### src/rtl/core/dual_quadrature_odometer_unit_macros.svh
// ----------------------------------------------------------------------------
// Assertion macros for the dual quadrature odometer
// Clocked on clk, disabled while rst_n is low.
// ----------------------------------------------------------------------------
`ifndef DUAL_QUADRATURE_ODOMETER_UNIT_MACROS_SVH
`define DUAL_QUADRATURE_ODOMETER_UNIT_MACROS_SVH

// same-cycle implication
`define QOD_ASSERT_IMP(lbl, ante, cons, msg) \
  lbl: assert property (@(posedge clk) disable iff (!rst_n) (ante) |-> (cons)) \
    else $error(msg);

// next-cycle implication
`define QOD_ASSERT_NXT(lbl, ante, cons, msg) \
  lbl: assert property (@(posedge clk) disable iff (!rst_n) (ante) |=> (cons)) \
    else $error(msg);

`endif

### src/rtl/core/qod_pkg.sv
// ----------------------------------------------------------------------------
// qod_pkg
// Widths, reset values, codes and types shared by the odometer files.
// ----------------------------------------------------------------------------
package qod_pkg;

  localparam int COUNT_WIDTH_DEF = 16;
  localparam int LATCH_W         = 16;
  localparam int SCALE_W         = 24;
  localparam int PERIOD_W        = 16;
  localparam int SPEED_W         = 40;
  localparam int DIST_W          = 48;
  localparam int CFG_IDX_W       = 1;
  localparam int CFG_DATA_W      = 24;
  localparam int QUEUE_DEPTH     = 4;
  localparam int QPTR_W          = 2;

  localparam logic [SCALE_W-1:0]  SCALE_RESET  = 24'd65536;
  localparam logic [PERIOD_W-1:0] PERIOD_RESET = 16'd655;

  typedef enum logic [CFG_IDX_W-1:0] {
    CFG_SPEED_SCALE   = 1'b0,
    CFG_SAMPLE_PERIOD = 1'b1
  } cfg_idx_t;

  typedef enum logic [4:0] {
    BK_IDLE  = 5'b00001,
    BK_SPEED = 5'b00010,
    BK_STEP  = 5'b00100,
    BK_ACC   = 5'b01000,
    BK_EMIT  = 5'b10000
  } back_state_t;

  // counts latched on one tick
  typedef struct packed {
    logic signed [LATCH_W-1:0] count_one;
    logic signed [LATCH_W-1:0] count_two;
  } tick_entry_t;

  // queue status seen by the front end
  typedef struct packed {
    logic               full;
    logic [QPTR_W:0]    count;
  } queue_status_t;

endpackage

### src/rtl/core/qod_queue.sv
// ----------------------------------------------------------------------------
// qod_queue
// Short FIFO of latched tick counts between the front end and the back end.
// ----------------------------------------------------------------------------
module qod_queue (
  input  logic                   clk,
  input  logic                   rst_n,
  input  logic                   push,
  input  qod_pkg::tick_entry_t   push_entry,
  input  logic                   pop,
  output logic                   pop_valid,
  output qod_pkg::tick_entry_t   pop_entry,
  output qod_pkg::queue_status_t status
);

  qod_pkg::tick_entry_t            entries_r [qod_pkg::QUEUE_DEPTH];
  logic [qod_pkg::QPTR_W-1:0]      wr_ptr_r, wr_ptr_nxt;
  logic [qod_pkg::QPTR_W-1:0]      rd_ptr_r, rd_ptr_nxt;
  logic [qod_pkg::QPTR_W:0]        count_r, count_nxt;
  logic                            do_push, do_pop;

  assign status.full  = (count_r == (qod_pkg::QPTR_W+1)'(qod_pkg::QUEUE_DEPTH));
  assign status.count = count_r;
  assign pop_valid    = (count_r != '0);
  assign pop_entry    = entries_r[rd_ptr_r];

  assign do_push = push && !status.full;
  assign do_pop  = pop && pop_valid;

  always_comb begin
    wr_ptr_nxt = do_push ? wr_ptr_r + 1'b1 : wr_ptr_r;
    rd_ptr_nxt = do_pop  ? rd_ptr_r + 1'b1 : rd_ptr_r;
    count_nxt  = count_r;
    if (do_push && !do_pop)      count_nxt = count_r + 1'b1;
    else if (do_pop && !do_push) count_nxt = count_r - 1'b1;
  end

  always_ff @(posedge clk) begin
    if (do_push) begin
      entries_r[wr_ptr_r] <= push_entry;
    end
  end

  always_ff @(posedge clk) begin
    if (!rst_n) begin
      wr_ptr_r <= '0;
      rd_ptr_r <= '0;
      count_r  <= '0;
    end else begin
      wr_ptr_r <= wr_ptr_nxt;
      rd_ptr_r <= rd_ptr_nxt;
      count_r  <= count_nxt;
    end
  end

endmodule

### config.mk
export PLATFORM = sky130hd
export DESIGN_NAME = qod_queue
export DESIGN_NICKNAME = d
export VERILOG_FILES = /design/src/rtl/core/dual_quadrature_odometer_unit_macros.svh /design/src/rtl/core/qod_pkg.sv /design/src/rtl/core/qod_queue.sv
export SDC_FILE = /design/constraint.sdc
export NUM_CORES = 1
export LEC_CHECK = 0
export ABC_AREA = 1
export ABC_CLOCK_PERIOD_IN_PS = 2900
export BUFFER_PORTS_ARGS = -buffer_cell sky130_fd_sc_hd__buf_4
export CORE_ASPECT_RATIO = 0.75
export CORE_MARGIN = 2
export CORE_UTILIZATION = 30
export CTS_CLUSTER_SIZE = 28
export DETAILED_ROUTE_END_ITERATION = 10
export GPL_TIMING_DRIVEN = 0
export SYNTH_ARGS = -nofsm -noshare
export SYNTH_HDL_FRONTEND = slang
export SYNTH_SLANG_ARGS = --single-unit
### constraint.sdc
create_clock -name clk -period 2.9 [get_ports clk]
set_clock_uncertainty 0.05 [all_clocks]
set_input_delay 0.58 -clock clk [delete_from_list [all_inputs] [get_ports clk]]
set_output_delay 0.58 -clock clk [all_outputs]
set_load 0.02 [all_outputs]
==> results of run 1 <==
==> worst max-delay path: stages (launching register included) <==
cell and delay, ps:
dfxtp_1 330, clkbuf_1 420, o21ai_0 190, o22ai_1 270, buf_4 200
==> cell families (layout without fill, tap and decap cells) <==
| family | after synthesis | after routing | synth area share (%) |
|---|---|---|---|
| DFF | 137 | 137 | 76.4 |
| and+or+nand+nor | 98 | 98 | 7.25 |
| buffers and inverters | 36 | 143 | 4.35 |
| AOI/OAI and AO/OA | 100 | 100 | 10.3 |
| adders and majority gates | 6 | 6 | 1.57 |
| xor gates and xnor gates | 1 | 1 | 0.166 |
==> path summary, 6_finish.rpt <==
kind / depth (start not counted) / to / startpoint
setup / recovery: 4 / pop_entry[22] / flip-flop
hold / removal: 1 / entries_r[0][27]$_DFFE_PP_ / push_entry[27]
setup reg to reg: 9 / count_r[1]$_SDFFE_PN0P_ / count_r[1]$_SDFFE_PN0P_
hold reg to reg: 2 / rd_ptr_r[0]$_SDFFE_PN0P_ / rd_ptr_r[0]$_SDFFE_PN0P_
==> cell type report <==
class / count / area, um^2
fillers: 1579 / 10200
flip-flops and latches: 137 / 4020
multi-input cells: 205 / 1040
repair buffers: 76 / 651
clock buffers: 22 / 444
well taps: 236 / 295
plain buffers: 19 / 158
clock inverters: 9 / 77.6
inverters: 17 / 71.3
==> cell usage after synthesis <==
library cell,n
edfxtp_1,128
nor2_1,77
o21ai_0,37
o22ai_1,32
o21ai_1,28
inv_1,15
nand2_1,14
buf_6,9
dfxtp_1,9
buf_2,6
ha_1,5
nand3_1,4
a21oi_1,3
buf_4,3
clkbuf_1,1
fa_1,1
inv_2,1
inv_8,1
nand2_2,1
nand3b_1,1
nor2_2,1
xor2_1,1
==> stage by stage <==
stage / total power, mW / setup TNS (ps) / worst slack (ps)
floorplan: 3.62 / 0 / 287
global placement: 4.37 / -111240 / -915
detailed placement: 4.46 / 0 / 731
CTS: 6.39 / 0 / 453
global route: 6.62 / 0 / 329
finish: 6.31 / 0 / 454
==> where the power goes <==
group | internal (mW) | leakage, nW | switching [mW]
Clock | 1.16 | 0.251 | 0.752
Combinational | 0.725 | 0.938 | 1.19
Sequential | 2.41 | 1.25 | 0.0780
==> sequential cells by signal, indices dropped and copies added, names as in the netlist, named ones only <==
register   flops
wr_ptr_r       2
count_r        3
rd_ptr_r       2
entries_r    128
==> routing by layer <==
| metal | vias up | GRT usage [%] |
|---|---|---|
| met5 | - | 0 |
| met4 | 0 | 5.73 |
| met3 | 8 | 4.11 |
| met2 | 89 | 21.3 |
| met1 | 1588 | 17.8 |
| li1 | 1580 | - |
==> impl_metrics.py, run 1 <==
metrics = {
    "critical_path": {
        "crit_arrival_ps": 1820,
        "rrSetupSlack_ps": 790,
        "worst_ep_required_time_ps": 2270,
        "startpoint_type": "flip-flop",
        "critPathMaxFanout": 10,
        "end_kind": "primary output",
        "criticalPathCategory": "reg2out",
    },
    "finish": {
        "diodes": 0,
        "final_util_pct": 39.8,
        "syn_to_final_growth_pct": 28.4,
        "final_cell_area_um2": 6760,
        "layout-drive-gt1-share_pct": 26.2,
        "stdcell_count": 721,
        "layout_common_cells": "128 x edfxtp_1, 75 x buf_4, 73 x nor2_1",
        "final_nets": 515,
        "final_common_cell": "edfxtp_1",
    },
    "status": {
        "outcome": "complete, no violations",
    },
    "logic_synthesis": {
        "synth_top_cell_by_area": "edfxtp_1",
        "synth_area_um2": 5270,
        "ys_warn_count": 0,
        "syn-num-nets": 420,
        "synth_cell_types": 22,
        "netlist.area_leader.share_pct": 73.0,
        "avgSynthCellArea_um2": 13.9,
        "ys_seq_area_share_pct": 76.4,
        "syn_inst": 378,
        "synth_area_leaders": "edfxtp_1 73%, nor2_1 5.5%, o22ai_1 3.8%, o21ai_0 3.5%, dfxtp_1 3.4%",
        "synth_seq_cells": 137,
    },
    "drt": {
        "highest-signal-layer": "met4",
        "avgRoutedWirePerCell_um": 17.0,
        "via_per_inst": 4.53,
        "route.met2.wl_mm": 5.95,
        "dr.pass1.iters": 4,
        "wl_met1_mm": 5.46,
        "vias": 3265,
        "dr_wl_met3_um": 724,
        "finalWirelength_mm": 12.2,
        "drtIter0Drc": 244,
        "drc_errors": 0,
        "postRouteAntennaNets": 0,
    },
    "sta": {
        "timing.final.hold_violations": 0,
        "slew_headroom_pct": 56.3,
        "fmax_ghz": 0.409,
        "max_slew.worst_pin.slew_ps": 653,
        "layout_min_cycle_time_ps": 2450,
        "fin_crit_sh_pct": 84.4,
        "drv_slew": 0,
        "setup_viol": 0,
        "rsz0062_at_grt": "no",
        "hold_slack_ps": 320,
    },
    "global_routing": {
        "grt_pass1_wl_mm": 18.7,
        "grt_antenna_before_repair": 0,
        "grt_pass1_vias": 3430,
        "grtUsageTotal_pct": 13.7,
        "overflow": 0,
        "grt_start_max_net_pins": 18,
    },
    "clocking": {
        "cts.reportedPaths.clkPinSlew_ps": 50,
        "post_cts_buffers": 0,
        "cts.sinks": 137,
        "cts_htree_levels": 4,
        "numCtsBuffers": 17,
        "ctsHoldBuffers": 0,
        "tritoncts": "done",
        "clock_path_buffers": 2,
        "cts_resized": 0,
        "clk_latency_ps": 410,
        "root_buffer": "clkbuf_16",
    },
    "power": {
        "max-vdd-ir-drop_mv": 0.433,
        "cellLeakagePower_nw": 2.44,
        "p_per_area_nw_per_um2": 933,
    },
    "flow_run": {
        "drv_cap": 0,
    },
    "floorplanning": {
        "start_util_pct": 31.0,
        "num_io_pins": 73,
        "dieArea_um2": 18600,
        "core_area_um2": 17000,
        "rows": 41,
        "die_w_um": 157,
        "die_height_um": 119,
    },
    "place": {
        "io_buffers": 72,
        "dpl-instance-area_um2": 6240,
        "place_inst": 690,
        "place_congestion": 0.725,
        "hpwl_mm": 7.85,
    },
    "hold_path": {
        "worstHoldPathType": "in2reg",
    },
}
No activity file was read; power rests on OpenSTA's default activity.
==> run 2, diff against run 1 <==
Settings changed: ABC_CLOCK_PERIOD_IN_PS 2900 to 2150.
Clock period 2.9 ns to 2.15 ns, I/O delays scaled along.
==> impl_metrics.py, run 2 (synthesis gave the netlist of run 1 again) <==
metrics = {
    "clocking": {
        "post_cts_buffers": 0,
        "clk_latency_ps": 410,
        "root_buffer": "clkbuf_16",
        "cts.sinks": 137,
        "numCtsBuffers": 17,
        "clock_path_buffers": 2,
        "ctsHoldBuffers": 0,
        "tritoncts": "done",
        "cts_htree_levels": 4,
        "cts.reportedPaths.clkPinSlew_ps": 60,
    },
    "critical_path": {
        "crit_arrival_ps": 1610,
        "timing.rr.end": "count_r[1]$_SDFFE_PN0P_",
        "r2r_cells": 9,
        "worst_ep_required_time_ps": 1670,
        "startpoint_type": "flip-flop",
        "critPathMaxFanout": 10,
        "end_kind": "primary output",
        "rrSetupSlack_ps": 190,
        "criticalPathCategory": "reg2out",
        "r2r-start": "count_r[1]$_SDFFE_PN0P_",
    },
    "drt": {
        "drc_errors": 0,
        "vias": 3357,
        "finalWirelength_mm": 12.5,
        "dr.pass1.iters": 5,
        "drtIter0Drc": 206,
        "postRouteAntennaNets": 0,
        "avgRoutedWirePerCell_um": 17.3,
        "via_per_inst": 4.65,
    },
    "power": {
        "p_per_area_nw_per_um2": 1260,
        "max-vdd-ir-drop_mv": 0.595,
        "cellLeakagePower_nw": 2.47,
    },
    "finish": {
        "n_fill_cell": 1574,
        "multiInputGateArea_um2": 1100,
        "reg_top3": "entries_r: 128 flops, count_r: 3 flops",
        "layout-drive-gt1-share_pct": 29.2,
        "final_nets": 516,
        "layout_common_cells": "128 x edfxtp_1, 79 x buf_4, 73 x nor2_1",
        "top_register": "entries_r",
        "diodes": 0,
        "final_common_cell": "edfxtp_1",
        "syn_to_final_growth_pct": 30.1,
        "final-seq-area_um2": 4030,
        "largest_reg_flops": 128,
        "final_util_pct": 40.4,
    },
    "global_routing": {
        "grt_pass1_vias": 3430,
        "grtUsageTotal_pct": 13.7,
        "grt_start_max_net_pins": 18,
        "grt_pass1_wl_mm": 18.7,
        "overflow": 0,
        "grt_antenna_before_repair": 0,
    },
    "sta": {
        "setup_viol": 0,
        "fmax_ghz": 0.478,
        "layout_min_cycle_time_ps": 2090,
        "drv_slew": 0,
        "max_slew.worst_pin.slew_ps": 662,
        "timing.final.hold_violations": 0,
        "fin_crit_sh_pct": 97.3,
        "slew_headroom_pct": 55.8,
        "rsz0062_at_grt": "no",
        "fin_ws_ps": 57.0,
    },
    "floorplanning": {
        "start_util_pct": 31.0,
        "dieArea_um2": 18600,
        "die_height_um": 119,
        "core_area_um2": 17000,
        "rows": 41,
        "num_io_pins": 73,
        "die_w_um": 157,
    },
    "place": {
        "hpwl_mm": 7.85,
        "place_congestion": 0.725,
        "io_buffers": 72,
        "pre_cts_slack_ps": 67.3,
    },
    "hold_path": {
        "hold_path_startpoint": "push_entry[27]",
        "min_to": "entries_r[0][27]$_DFFE_PP_",
        "worstHoldPathType": "in2reg",
        "whs_path_depth": 1,
    },
    "flow_run": {
        "drv_cap": 0,
    },
    "status": {
        "outcome": "complete, no violations",
    },
}
-- run 2: cell count changes in the layout (fill, tap and decap cells not counted), sizes merged --
| cell | change |
|---|---|
| buf | -1 |
| clkbuf | +2 |
-- run 2: final cells by class --
cell class / instances / share of cell area (%)
clock buffer: 22 / 6.48
buffer: 19 / 2.54
tap: 236 / 4.31
multi-input combinational: 205 / 16.1
timing repair buffer: 77 / 9.66
inverter: 17 / 1.04
sequential: 137 / 58.8
clock inverter: 9 / 1.13
-- run 2: what timing repair did --
action                     in CTS  in global routing
resized for setup               6                 18
setup endpoints to repair      26                 19
cloned                          0                  1
pin swaps                       0                  1
-- run 2: how the worst max path moves through the flow --
stage | endpoint | slack (ps) | cells past startpoint
after floorplan | entries_r[1][0]$_DFFE_PP_ | -460 | 4
after global placement | entries_r[3][6]$_DFFE_PP_ | -1600 | 4
after detailed placement | count_r[1]$_SDFFE_PN0P_ | 70 | 9
after CTS | pop_entry[22] | 10 | 6
after global routing | pop_entry[8] | 2 | 6
final | pop_entry[8] | 60 | 6
-- run 2: worst max-delay path, cell delays in order, from the launching register on --
cell and delay (ps):
dfxtp_2 340, buf_6 140, inv_8 90, buf_6 160
nor2_1 50, o22ai_1 230, buf_4 190
-- run 2: stage by stage --
stage	std cells	power (mW)	TNS, ps	hold WS [ps]	cell area, um^2
2_1_floorplan	378	4.88	-59230	415	5270
3_3_place_gp	686	5.90	-199540	437	6100
3_5_place_dp	690	6.02	0	456	6240
4_1_cts	721	8.63	0	154	6780
5_1_grt	722	9.03	0	156	6850
6_report	722	8.64	0	166	6850
-- run 2: report_power, final --
group          internal, mW  switching (mW)  leakage [nW]  total (mW)
clock network          1.57            1.03         0.251        2.60
registers              3.25           0.111          1.25        3.36
logic                  1.03            1.65         0.972        2.68
-- run 2: layer usage --
metal	vias to the layer above	part of all wire (%)	GRT usage, %
li1	1585	-	-
met1	1647	44	17.8
met2	113	48	21.3
met3	12	6.9	4.11
met4	0	1.1	5.73
met5	-	0	0
