--- config.mk ---
export PLATFORM = sky130hd
export DESIGN_NAME = qod_front
export DESIGN_NICKNAME = d
export VERILOG_FILES = /design/src/rtl/core/dual_quadrature_odometer_unit_macros.svh /design/src/rtl/core/qod_pkg.sv /design/src/rtl/core/qod_front.sv
export SDC_FILE = /design/constraint.sdc
export NUM_CORES = 1
export LEC_CHECK = 0
export CORE_ASPECT_RATIO = 1.2
export CORE_MARGIN = 3
export CORE_UTILIZATION = 64
export CTS_CLUSTER_SIZE = 8
export DETAILED_ROUTE_END_ITERATION = 12
export DONT_BUFFER_PORTS = 1
export GPL_TIMING_DRIVEN = 1
export PLACE_DENSITY = 0.81
export SYNTH_ARGS = -nofsm -noshare
export SYNTH_HDL_FRONTEND = slang
export SYNTH_SLANG_ARGS = --single-unit
--- constraint.sdc ---
create_clock -name clk -period 10.6 [get_ports clk]
set_clock_uncertainty 0.1 [all_clocks]
set_input_delay 1.59 -clock clk [delete_from_list [all_inputs] [get_ports clk]]
set_output_delay 1.59 -clock clk [all_outputs]
set_load 0.005 [all_outputs]
--- src/rtl/core/dual_quadrature_odometer_unit_macros.svh ---
// ----------------------------------------------------------------------------
// Assertion macros for the dual quadrature odometer
// Clocked on clk, disabled while rst_n is low.
// ----------------------------------------------------------------------------
`ifndef DUAL_QUADRATURE_ODOMETER_UNIT_MACROS_SVH
`define DUAL_QUADRATURE_ODOMETER_UNIT_MACROS_SVH

// same-cycle implication
`define QOD_ASSERT_IMP(lbl, ante, cons, msg) \
  lbl: assert property (@(posedge clk) disable iff (!rst_n) (ante) |-> (cons)) \
    else $error(msg);

// next-cycle implication
`define QOD_ASSERT_NXT(lbl, ante, cons, msg) \
  lbl: assert property (@(posedge clk) disable iff (!rst_n) (ante) |=> (cons)) \
    else $error(msg);

`endif

--- src/rtl/core/qod_pkg.sv ---
// ----------------------------------------------------------------------------
// qod_pkg
// Widths, reset values, codes and types shared by the odometer files.
// ----------------------------------------------------------------------------
package qod_pkg;

  localparam int COUNT_WIDTH_DEF = 16;
  localparam int LATCH_W         = 16;
  localparam int SCALE_W         = 24;
  localparam int PERIOD_W        = 16;
  localparam int SPEED_W         = 40;
  localparam int DIST_W          = 48;
  localparam int CFG_IDX_W       = 1;
  localparam int CFG_DATA_W      = 24;
  localparam int QUEUE_DEPTH     = 4;
  localparam int QPTR_W          = 2;

  localparam logic [SCALE_W-1:0]  SCALE_RESET  = 24'd65536;
  localparam logic [PERIOD_W-1:0] PERIOD_RESET = 16'd655;

  typedef enum logic [CFG_IDX_W-1:0] {
    CFG_SPEED_SCALE   = 1'b0,
    CFG_SAMPLE_PERIOD = 1'b1
  } cfg_idx_t;

  typedef enum logic [4:0] {
    BK_IDLE  = 5'b00001,
    BK_SPEED = 5'b00010,
    BK_STEP  = 5'b00100,
    BK_ACC   = 5'b01000,
    BK_EMIT  = 5'b10000
  } back_state_t;

  // counts latched on one tick
  typedef struct packed {
    logic signed [LATCH_W-1:0] count_one;
    logic signed [LATCH_W-1:0] count_two;
  } tick_entry_t;

  // queue status seen by the front end
  typedef struct packed {
    logic               full;
    logic [QPTR_W:0]    count;
  } queue_status_t;

endpackage

--- src/rtl/core/qod_front.sv ---
// ----------------------------------------------------------------------------
// qod_front
// x4 edge decoding of both encoders; latches and clears counts on a tick.
// ----------------------------------------------------------------------------
module qod_front #(
  parameter int COUNT_WIDTH = qod_pkg::COUNT_WIDTH_DEF
) (
  input  logic                  clk,
  input  logic                  rst_n,
  input  logic                  in_valid,
  output logic                  in_ready,
  input  logic                  line_a,
  input  logic                  line_b,
  input  logic                  line_c,
  input  logic                  line_d,
  input  logic                  sample_tick,
  input  qod_pkg::queue_status_t q_status,
  output logic                  push,
  output qod_pkg::tick_entry_t  push_entry
);

  localparam int EXT_W = (COUNT_WIDTH > qod_pkg::LATCH_W) ? COUNT_WIDTH : qod_pkg::LATCH_W;

  logic [3:0]             prev_r, prev_nxt;
  logic [COUNT_WIDTH-1:0] cnt_one_r, cnt_one_nxt, sum_one;
  logic [COUNT_WIDTH-1:0] cnt_two_r, cnt_two_nxt, sum_two;
  logic [EXT_W-1:0]       ext_one, ext_two;
  logic                   accept;

  // -1, 0 or +1 per line, both lines may move at once
  function automatic logic signed [2:0] edge_delta(input logic pa, input logic pb,
                                                   input logic a, input logic b);
    logic signed [2:0] d;
    d = 3'sd0;
    if (pa != a) d = d + ((a != b) ? 3'sd1 : -3'sd1);
    if (pb != b) d = d + ((a == b) ? 3'sd1 : -3'sd1);
    return d;
  endfunction

  assign in_ready = !q_status.full;
  assign accept   = in_valid && in_ready;
  assign push     = accept && sample_tick;

  always_comb begin
    logic signed [2:0] d1, d2;
    d1 = edge_delta(prev_r[0], prev_r[1], line_a, line_b);
    d2 = edge_delta(prev_r[2], prev_r[3], line_c, line_d);
    sum_one = cnt_one_r + {{(COUNT_WIDTH-3){d1[2]}}, d1};
    sum_two = cnt_two_r + {{(COUNT_WIDTH-3){d2[2]}}, d2};

    prev_nxt    = prev_r;
    cnt_one_nxt = cnt_one_r;
    cnt_two_nxt = cnt_two_r;
    if (accept) begin
      prev_nxt = {line_d, line_c, line_b, line_a};
      if (sample_tick) begin
        cnt_one_nxt = '0;
        cnt_two_nxt = '0;
      end else begin
        cnt_one_nxt = sum_one;
        cnt_two_nxt = sum_two;
      end
    end
  end

  // sign-extend from the counter width, then keep the low 16 bits
  assign ext_one = EXT_W'($signed(sum_one));
  assign ext_two = EXT_W'($signed(sum_two));
  assign push_entry.count_one = ext_one[qod_pkg::LATCH_W-1:0];
  assign push_entry.count_two = ext_two[qod_pkg::LATCH_W-1:0];

  always_ff @(posedge clk) begin
    if (!rst_n) begin
      prev_r    <= '0;
      cnt_one_r <= '0;
      cnt_two_r <= '0;
    end else begin
      prev_r    <= prev_nxt;
      cnt_one_r <= cnt_one_nxt;
      cnt_two_r <= cnt_two_nxt;
    end
  end

endmodule

==> results.cfg, run 1 <==
[sta]
worst_pin_slew_ns = 0.701
rsz0062_at_grt = no
hold_viol = 0
relSlewSlack = 0.531
fmax_mhz = 174
fin_ws_ns = 4.85
setup_tns_ns = 0
fin_crit_ns = 5.75
whs_ns = 0.371
post-route-period-util = 0.543
finalSetupViolations = 0
drv_slew = 0

[logic_synthesis]
syn_nets = 347
netlist_instances = 301
synth-edff-count = 0
synthFlopType = dfxtp_1
netlist_area_mm2 = 0.00268
async_reset_ff_frac = 0
ys_seq_elements = 36
yosysWarnings = 0
synth.yosys.seq_area_share = 0.269
synth_cell_types = 47
avgSynthCellArea_um2 = 8.89

[routing]
vias = 2182
initialDrtViolationCount = 127
drc = 0
viasPerCell = 6.06
totalWireLength_um = 5420
wire_per_inst_um = 15.1
postRouteAntennaNets = 0
dr.pass1.iters = 5

[power_and_ir_drop]
p_comb_frac = 0.240
finalPower_w = 0.000322
irDropWorstVdd_v = 0.0000750
p_int_w = 0.000222
cellLeakagePower_nw = 1.26
p_sw_w = 0.000100
clkPwrFrac = 0.320
power_density_mw_per_mm2 = 113
swShare = 0.312
p_seq_frac = 0.440

[global_route]
grt_overflow = 0
grt_max_degree = 22
grt_antenna_before_repair = 0
grtUsageTotal = 0.239
grt_pass1_wl_um = 9530
first_global_vias = 2168

[critical_path]
reg2reg_from = prev_r[1]
critPathLaunchType = input port
worstSetupPathType = in2out
r2r_setup_slack_ns = 7.46
cp_data_required_time_ns = 8.91
critical_path_buf_inv_count = 3
rr_endpoint = cnt_one_r[12]
end_kind = output pin
path_cells = xor2_1, nor2_1, buf_4, inv_1, nand2_1, ha_1, inv_1, fa_1, nor2b_4, o211ai_2, a21boi_1, o41a_1, a31oi_1, xnor2_1
critical_path_arrival_ns = 4.06
path_common_cell = inv_1
crit_family = compound AO/OA/AOI/OAI gates
worstRegToRegCells = 15
slowest_delay_ns = 0.44
cp_max_fo = 16
critical-path-slowest-cell = fa_1
cp.depth = 14

[finish]
fillers = 339
multi_input_area_mm2 = 0.00189
diodes = 0
area_delta_synth_final_pct = 6.31
register_area_um2 = 721
drive_above_1_share = 0.0686
fin_cells = 360
nets = 351

[floorplan]
dieArea_mm2 = 0.00500
core_mm2 = 0.00397
rows = 25
die_width_um = 65.0
die_h_um = 76.8
initial_utilization = 0.674
io_pins = 46

[clock_network]
cts_buffer_depth = 2
ctsHoldBuffers = 0
post-cts-setup-buffers = 0
clkTransAtPathRegs_ns = 0.08
root_buffer = clkbuf_8
cts.sinks = 36
htreeDepth = 2
clock_latency_ns = 0.30
post_cts_resized = 0
cts_tree = yes
cts_buffers = 5

[worst_hold_path]
hp-class = reg2reg
worstHoldStart = cnt_two_r[0]
whs_path_depth = 2
holdPathEnd = cnt_two_r[0]

[placement]
globalplace.congestion = 0.806
port-buffer-count = 0
pre_cts_ws_ns = 4.83
dp_cells = 352
dpl.hpwl_um = 3990

[outcome]
status = finished, final reports clean

[flow_run]
cap_violations = 0
layer usage:
layer	part of all wire	up-vias	routed length [um]	track usage
met2	0.49	48	2660	0.405
met3	0.059	9	317	0.0586
met4	0.020	0	106	0.112
met1	0.43	1018	2330	0.278
met5	0	-	0	0
li1	-	1107	-	-
cell usage after synthesis (all sizes together), types with 2 or more instances:
master / n / area [um2]
dfxtp: 36 / 721
ha: 32 / 400
nand2: 25 / 93.8
xnor2: 23 / 201
a21oi: 22 / 110
a22o: 18 / 158
nor2b: 14 / 95.1
inv: 13 / 48.8
a21boi: 10 / 75.1
nor2: 10 / 37.5
o21ai: 10 / 50.1
a22oi: 9 / 67.6
xor2: 9 / 78.8
a21o: 7 / 52.6
clkbuf: 7 / 26.3
o21a: 7 / 52.6
nand2b: 6 / 37.5
and2: 5 / 31.3
and3: 4 / 25.0
o211ai: 4 / 35.0
nand3: 3 / 15.0
a221oi: 2 / 23.8
a31oi: 2 / 12.5
fa: 2 / 40.0
nand3b: 2 / 15.0
nor3: 2 / 10.0
o31ai: 2 / 20.0
o41ai: 2 / 25.0
or2: 2 / 12.5
cell families (layout without fill, tap and decap cells):
| group | Yosys count | in the layout | synth area share |
|---|---|---|---|
| AO/OA/AOI/OAI | 102 | 102 | 0.282 |
| AND/OR/NAND/NOR | 76 | 76 | 0.148 |
| flip-flops | 36 | 36 | 0.269 |
| adder cells (fa/ha/maj) | 34 | 34 | 0.165 |
| XOR/XNOR | 32 | 32 | 0.105 |
| buffers and inverters | 20 | 25 | 0.0281 |
| multiplexers | 1 | 1 | 0.00374 |
stage by stage:
stage	util	area, um2
global placement	0.693	2750
floorplan	-	2680
global route	0.716	2850
CTS	0.716	2850
finish	0.716	2850
detailed placement	0.693	2750
state kept, by name (all words and copies together), names as in the netlist:
register and flops:
prev_r 4, cnt_two_r 16, cnt_one_r 16
worst reg2reg max path, cell delays in order (launching register included):
cell and delay, ns:
dfxtp_1 0.32, xor2_1 0.15, nor2_1 0.10, buf_4 0.23, inv_1 0.14, nand2_1 0.09, ha_1 0.16, inv_1 0.05
fa_1 0.44, nor2b_4 0.15, o211ai_2 0.08, a21boi_1 0.20, o41a_1 0.27, a31oi_1 0.14, xnor2_1 0.27, a22o_1 0.19
how the worst max path moves through the flow:
stage,from,to,slack [ns]
floorplan,line_a,push_entry[26],4.69
global placement,line_a,push_entry[26],4.86
detailed placement,line_a,push_entry[26],4.83
CTS,line_a,push_entry[26],4.83
global route,line_a,push_entry[26],4.58
finish,line_a,push_entry[28],4.85
power groups by stage:
stage	logic (W)	registers (W)	clock network, W
finish	0.0000772	0.000142	0.000103
CTS	0.0000777	0.000142	0.000108
global placement	0.0000762	0.000145	0
detailed placement	0.0000777	0.000145	0
global route	0.0000872	0.000142	0.000112
floorplan	0.0000633	0.000144	0
placed cells by master, fill, tap and decap left out, types with 10 or more instances in the layout:
cell     synthesis  routed
o21ai_0         10      10
xnor2_1         23      23
nor2b_1         13      13
nor2_1          10      10
nand2_1         25      25
dfxtp_1         36      36
inv_1           13      13
a21oi_1         22      22
ha_1            32      32
a22o_1          18      18
layout make-up:
class,count,share of cell area
Clock buffer,6,0.0290
Sequential cell,36,0.253
Clock inverter,2,0.00352
Tap cell,54,0.0237
Inverter,13,0.0172
Timing Repair Buffer,4,0.0106
Multi-Input combinational cell,245,0.663
(Power assumes the default switching activity.)
==> inputs of run 2 (changes only) <==
CORE_UTILIZATION = 58   (was 64)
PLACE_DENSITY = 0.77   (was 0.81)
clock period = 4.7 ns   (was 10.6 ns; I/O delays follow)
==> results.cfg, run 2 (same netlist as run 1, synthesis figures left out) <==
[floorplan]
rows = 26
core_mm2 = 0.00436
die_width_um = 68.0
die_h_um = 80.4
io_pins = 46
initial_utilization = 0.614
dieArea_mm2 = 0.00547

[critical_path]
critPathLaunchType = input port
cp_data_required_time_ns = 3.89
end_kind = output pin
cp_max_fo = 3
critical_path_arrival_ns = 3.03
worstSetupPathType = in2out

[power_and_ir_drop]
p_int_w = 0.000503
swShare = 0.306
irDropWorstVdd_v = 0.000218
p_sw_w = 0.000222
p_comb_frac = 0.243
cellLeakagePower_nw = 1.25
clkPwrFrac = 0.317
power_density_mw_per_mm2 = 255
p_seq_frac = 0.441

[sta]
rsz0062_at_grt = no
post-route-period-util = 0.817
relSlewSlack = 0.529
fmax_mhz = 260
drv_slew = 0
worst_pin_slew_ns = 0.704
setup_tns_ns = 0
fin_crit_ns = 3.84
finalSetupViolations = 0
hold_viol = 0

[finish]
final_cell_mix = dfxtp_1, ha_1, nand2_1
mostFrequentLayoutCell = dfxtp_1
nets = 351
fillers = 395
drive_above_1_share = 0.0621
area_delta_synth_final_pct = 6.31
final_cell_area_mm2 = 0.00285
diodes = 0
reg.largest.list = cnt_one_r: 16 flops, cnt_two_r: 16 flops, prev_r: 4 flops

[routing]
postRouteAntennaNets = 0
viasPerCell = 6.10
wire_per_inst_um = 15.3
dr.pass1.iters = 4
initialDrtViolationCount = 60
totalWireLength_um = 5550
vias = 2207
drc = 0

[global_route]
grt.busiest_layer = met2
grt_pass1_wl_um = 8930
grt_overflow = 0
met2_usage = 0.382
use_met1 = 0.222
grt_max_degree = 22
first_global_vias = 2202
grtUsageTotal = 0.212
grt_antenna_before_repair = 0
grt_use_met3 = 0.0671

[placement]
dpl.hpwl_um = 4100
dpl_cell_area_mm2 = 0.00276
port-buffer-count = 0
globalplace.congestion = 0.799

[clock_network]
cts_buffers = 5
clock_latency_ns = 0.29
htreeDepth = 2
root_buffer = clkbuf_8
clkTransAtPathRegs_ns = 0.07
ctsHoldBuffers = 0
cts_tree = yes
post-cts-setup-buffers = 0
cts_buffer_depth = 2
cts.sinks = 36
post_cts_resized = 0

[worst_hold_path]
hp-class = reg2reg

[flow_run]
cap_violations = 0

[outcome]
status = finished, final reports clean
run 2: cell count changes in the layout (fill, tap and decap cells not counted):
cell | before | now
clkinv_2 | 2 | 0
clkbuf_1 | 0 | 2
run 2: critical path, cell delays in order:
cell,delay (ns)
xor2_1,0.14
nor2_1,0.14
inv_1,0.11
nand2_1,0.08
ha_1,0.20
inv_1,0.07
fa_1,0.40
nor2b_1,0.24
o31ai_2,0.12
a21oi_1,0.27
a22o_1,0.23
a21oi_1,0.10
xnor2_1,0.23
run 2: path summary, 6_finish.rpt:
| check | start | endpoint | slack, ns | cells past startpoint |
|---|---|---|---|---|
| min reg2reg | cnt_two_r[0] | cnt_two_r[0] | 0.37 | 2 |
| max reg2reg | prev_r[3] | cnt_two_r[12] | 1.67 | 14 |
| min | cnt_two_r[0] | cnt_two_r[0] | 0.37 | 2 |
| max | line_c | push_entry[12] | 0.86 | 13 |
run 2: power groups by stage:
stage / logic, W / registers (W) / clock network (W)
2_1_floorplan: 0.000143 / 0.000325 / 0
3_3_place_gp: 0.000172 / 0.000326 / 0
3_5_place_dp: 0.000176 / 0.000327 / 0
4_1_cts: 0.000177 / 0.000320 / 0.000238
5_1_grt: 0.000197 / 0.000321 / 0.000245
6_report: 0.000176 / 0.000320 / 0.000229
run 2: metal layers:
layer  up-vias  share of wire
met3        10          0.062
met4         0          0.017
li1       1111              -
met5         -              0
met2        46           0.50
met1      1040           0.42
run 2: final cells by class:
class                           count  area (um2)  area share
Inverter                           13        48.8      0.0172
Tap cell                           56        70.1      0.0246
Sequential cell                    36         721       0.253
Clock buffer                        8        90.1      0.0317
Multi-Input combinational cell    245        1890       0.663
Timing Repair Buffer                4        30.0      0.0106
run 2: per-stage QoR:
step | power, W | util | cells | hold slack [ns] | worst slack, ns
6_report | 0.000725 | 0.653 | 362 | 0.368 | 0.861
5_1_grt | 0.000762 | 0.653 | 362 | 0.399 | 0.615
4_1_cts | 0.000734 | 0.653 | 362 | 0.371 | 0.850
3_5_place_dp | 0.000502 | 0.632 | 354 | 0.361 | 0.903
3_3_place_gp | 0.000498 | 0.632 | 354 | 0.353 | 0.969
2_1_floorplan | 0.000468 | - | 301 | 0.345 | 0.562
